**src/rtl/dmc_ram.sv**
```systemverilog
module dmc_ram #(
    parameter int WIDTH = 8,
    parameter int DEPTH = 64
) (
    input  logic                     clk,
    input  logic                     we,
    input  logic [$clog2(DEPTH)-1:0] waddr,
    input  logic [WIDTH-1:0]         wdata,
    input  logic                     re,
    input  logic [$clog2(DEPTH)-1:0] raddr,
    output logic [WIDTH-1:0]         rdata
);

    logic [WIDTH-1:0] mem [DEPTH];

    always_ff @(posedge clk)
    begin
        if (we)
        begin
            mem[waddr] <= wdata;
        end
    end

    // Hold read data until the next read
    always_ff @(posedge clk)
    begin
        if (re)
        begin
            rdata <= mem[raddr];
        end
    end

endmodule

```
**config.mk**
```make
export PLATFORM = sky130hd
export DESIGN_NAME = dmc_ram
export DESIGN_NICKNAME = d
export VERILOG_FILES = /design/src/rtl/dmc_ram.sv
export SDC_FILE = /design/constraint.sdc
export NUM_CORES = 1
export LEC_CHECK = 0
export BUFFER_PORTS_ARGS = -buffer_cell sky130_fd_sc_hd__buf_2
export CAP_MARGIN = 10
export CORE_UTILIZATION = 45
export CTS_BUF_LIST = sky130_fd_sc_hd__clkbuf_8
export DETAILED_ROUTE_END_ITERATION = 10
export PLACE_DENSITY = 0.71
export SKIP_LAST_GASP = 1
export SLEW_MARGIN = 20
export SYNTH_ARGS = -nofsm -noshare
export SYNTH_HDL_FRONTEND = slang
export SYNTH_SLANG_ARGS = --single-unit
```
**constraint.sdc**
```tcl
create_clock -name clk -period 4.94 [get_ports clk]
set_clock_uncertainty 0.2 [all_clocks]
set_input_delay 0.988 -clock clk [delete_from_list [all_inputs] [get_ports clk]]
set_output_delay 0.988 -clock clk [all_outputs]
set_load 0.01 [all_outputs]
```
Word-level counts from Yosys, hierarchy flattened
Memory sizes are Yosys's and may differ from the RTL's. A register that Yosys moved wholly into a read port is not among the register bits. Index checks and enable logic that the tools add are counted.

Multiplexer cells: 2.

Operators by type and width (count): 1-bit two-way mux (2).

Flip-flop bits (word level): 0. Bits in writable memories: 512. Output and inout port bits: 8. Logic and storage cells: 3. Memories kept: 1.

Memories: mem (depth 64, width 8, rd ports 1, clocked after Yosys merged registers in 1, wr ports 1, RTL line 14) `logic [WIDTH-1:0] mem [DEPTH];`.

Depth between registers and ports, before layout
Depth after elaboration: 2. Mapped depth: 9. Gate-level depth less buffers: 5.

Least setup slack after synthesis
OpenSTA, ideal clock, no wires.

Kind: in2reg. Start point: input port raddr[1]. End point: register rdata[3], read port of mem (data pin). Library setup time: 0.266 ns. Arrival: 2.528 ns. Data required time: 4.474 ns. Path slack: 1.946 ns. Cell stages on the path: 7. Cell sequence: buf_4 > buf_2 > buf_2 > mux4_2 > mux4_2 > o21ai_1 > o41ai_1.

RTL lines: start: declaration (RTL line 10) `input logic [$clog2(DEPTH)-1:0] raddr,`; end: declaration (RTL line 11) `output logic [WIDTH-1:0] rdata`.

==> metrics.txt <==
DRC 0; Die H 214.1 um; Worst EP required 5.08 ns; Worst Hold Class in -> reg; die area 0.04585 mm2; largest net degree at the start of global routing 65; Arrival @ worst endpoint 3.43 ns; Detailed Route Iter0 Violations 958; Post-Syn Area 0.02025 mm2; period utilization 66.48%; Achievable Freq 0.3045 GHz; Clk network pwr share ~38%; share of cells above drive strength 1 25.70%; vias per cell approximately 5.8; # port buffers 30; RSZ-0062 raised after global routing false; clock slew at reported path FFs 0.06 ns; placed cells 1,523; antenna-violating nets left 0; CP max FO 52; WL/cell 25.33 um; worst r2r src mem[15][1]; final net count about 1.0k; IO Count 31; CTS tree done; PwrDens approximately 380 mW/mm2; maximum vdd drop 154.3 uV; worst-margin pin slew 0.9842 ns; post-synthesis average cell area roughly 22 um2; Die X 214.1 um; RePlAce Congestion 0.7875; combinational power share between 5 and 6%; sw power 1.845 mW; post-cts resize count 0; setup ws final about 1.7 ns; Placement Rows just under 80; P_leak 6.982 nW; cells after synthesis 940; status finished, final reports clean; max cap viols 0; Cell Area, Placed 0.02099 mm2; Worst Setup SP raddr[1]; number of global-route vias before repair approximately 10k; Area growth syn-to-layout 10.73%; final hold vios 0; Core Footprint 0.04432 mm2; hold_ws approximately 0.59 ns; Syn Nets 963; sequential share of the synthesized area 77.12%; first-pass GRT wire length 63.69 mm; Worst Setup Path Type in -> reg; Net Sw Frac between 20 and 25%; CTS root buffer clkbuf_8; Warnings, synthesis 0; Starting Density a little under half; worst-skew pair later-pin latency between 0.6 and 0.7 ns; via count 9,576; final std cells w/o fill between 1.5k and 2k; final slew viol count 0; crit path time final 3.284 ns; maximum root-to-sink buffer count 3; 1st-pass router iterations 5; total power around 8.5 mW; sequential share of power 57.4%; initial antenna violation count 2; Int Power 6.698 mW; CTS Hold Buffers Added 0; reg2reg setup slack 2.63 ns; crit path to rdata[1]; Crit Reg-Reg Endpoint rdata[1]; post-synth cell types 39; total grt overflow 0; Setup Viol. Count Final 0; total wire length 42.12 mm; worst reg2reg path depth 5; CTS buffer count 78; Post-CTS Setup Bufs 0; Final TNS setup 0 ns; Finished Core Util 50.59%; slew margin rel. 34.15%; H-tree depth 3; synthesized flop and latch total 520; clk sink count 520; fin area 0.02242 mm2; startpoint type of the worst setup path input pin; hpwl dp 25.09 mm; pre-CTS setup slack approximately 1.1 ns; critical path endpoint category register; GRT Util Overall 18.80%
cell families after synthesis:
group	Yosys count	synth area share, %
AO/OA/AOI/OAI	54	2.064
buffers and inverters	51	1.563
flip-flops	520	77.12
multiplexers	162	15.88
AND/OR/NAND/NOR	153	3.374
cell usage after synthesis (all sizes together):
master | number | area share (%)
mux2i | 23 | 1.1
o311ai | 1 | 0.043
nand3 | 13 | 0.32
o32ai | 2 | 0.087
o21ai | 4 | 0.099
o41ai | 2 | 0.087
nor2 | 83 | 1.5
clkbuf | 17 | 0.32
nand2 | 19 | 0.35
o2bb2ai | 3 | 0.13
nor3 | 7 | 0.17
mux2 | 13 | 0.72
a31oi | 1 | 0.031
a22oi | 3 | 0.11
and2 | 1 | 0.031
a211oi | 4 | 0.15
nor2b | 14 | 0.43
nand3b | 3 | 0.11
a221oi | 6 | 0.26
nor4 | 2 | 0.062
o21a | 2 | 0.074
mux4 | 126 | 14
buf | 34 | 1.2
edfxtp | 520 | 77
nand2b | 7 | 0.22
o2111ai | 3 | 0.13
o221a | 2 | 0.11
nand4 | 2 | 0.062
nand4b | 1 | 0.043
a2111oi | 2 | 0.087
o221ai | 8 | 0.35
o22ai | 8 | 0.25
a21oi | 3 | 0.074
or3 | 1 | 0.031
layout by cell type, fill, tap and decap left out, types with 3 or more instances in the layout:
cell type | synthesis | routed
a211oi_1 | 4 | 4
a21oi_1 | 3 | 3
a221oi_1 | 6 | 6
a22oi_1 | 3 | 3
buf_12 | 2 | 5
buf_2 | 11 | 21
buf_4 | 13 | 15
clkbuf_8 | 0 | 83
clkinv_1 | 0 | 22
clkinv_2 | 0 | 5
edfxtp_1 | 520 | 520
inv_1 | 0 | 25
mux2_2 | 13 | 13
mux2i_1 | 23 | 23
mux4_2 | 126 | 126
nand2_1 | 19 | 19
nand2b_1 | 7 | 7
nand3_1 | 13 | 13
nand3b_1 | 3 | 3
nor2_1 | 83 | 83
nor2b_1 | 14 | 14
nor3_1 | 7 | 7
o2111ai_1 | 3 | 3
o221ai_1 | 8 | 8
o22ai_1 | 8 | 8
o2bb2ai_1 | 3 | 3
critical path: stages:
cell and delay, ns:
buf_4 0.62, buf_12 0.35, mux4_2 0.39, mux4_2 0.50, nor2_1 0.25, nor3_1 0.10, o2bb2ai_1 0.15
routing by layer:
metal | global-route usage (%) | wire (um)
met1 | 25.73 | 17230
met2 | 29.82 | 20530
met3 | 4.241 | 3234
met4 | 6.762 | 1090
met5 | 0 | 34
power groups by stage:
stage | clock network (mW) | registers (mW) | logic [mW]
after floorplan | 0 | 5.00 | 0.260
after global placement | 0 | 5.00 | 0.425
after detailed placement | 0 | 5.00 | 0.436
after CTS | 3.26 | 4.91 | 0.436
after global routing | 3.46 | 4.91 | 0.464
final | 3.20 | 4.91 | 0.434
worst min path at each step:
stage                     startpoint        to  slack, ns  cells after the start
after floorplan           mem[34][0]  rdata[0]       0.60                      4
after global placement    mem[30][4]  rdata[4]       0.69                      3
after detailed placement   mem[7][7]  rdata[7]       0.69                      4
after CTS                         re  rdata[4]       0.55                      1
after global routing              re  rdata[4]       0.55                      1
final                             re  rdata[4]       0.59                      1
state kept, by name (all words and copies together), names as in the netlist:
| register | flops |
|---|---|
| mem | 512 |
| rdata | 8 |
layout make-up:
type	instances	area [um2]
Fill cell	3517	21900
Antenna cell	1	2.502
Sequential cell	520	15620
Tap cell	592	740.7
Multi-Input combinational cell	369	4315
Timing Repair Buffer	42	331.6
Clock inverter	57	285.3
Clock buffer	82	1129
(Power assumes the default switching activity.)
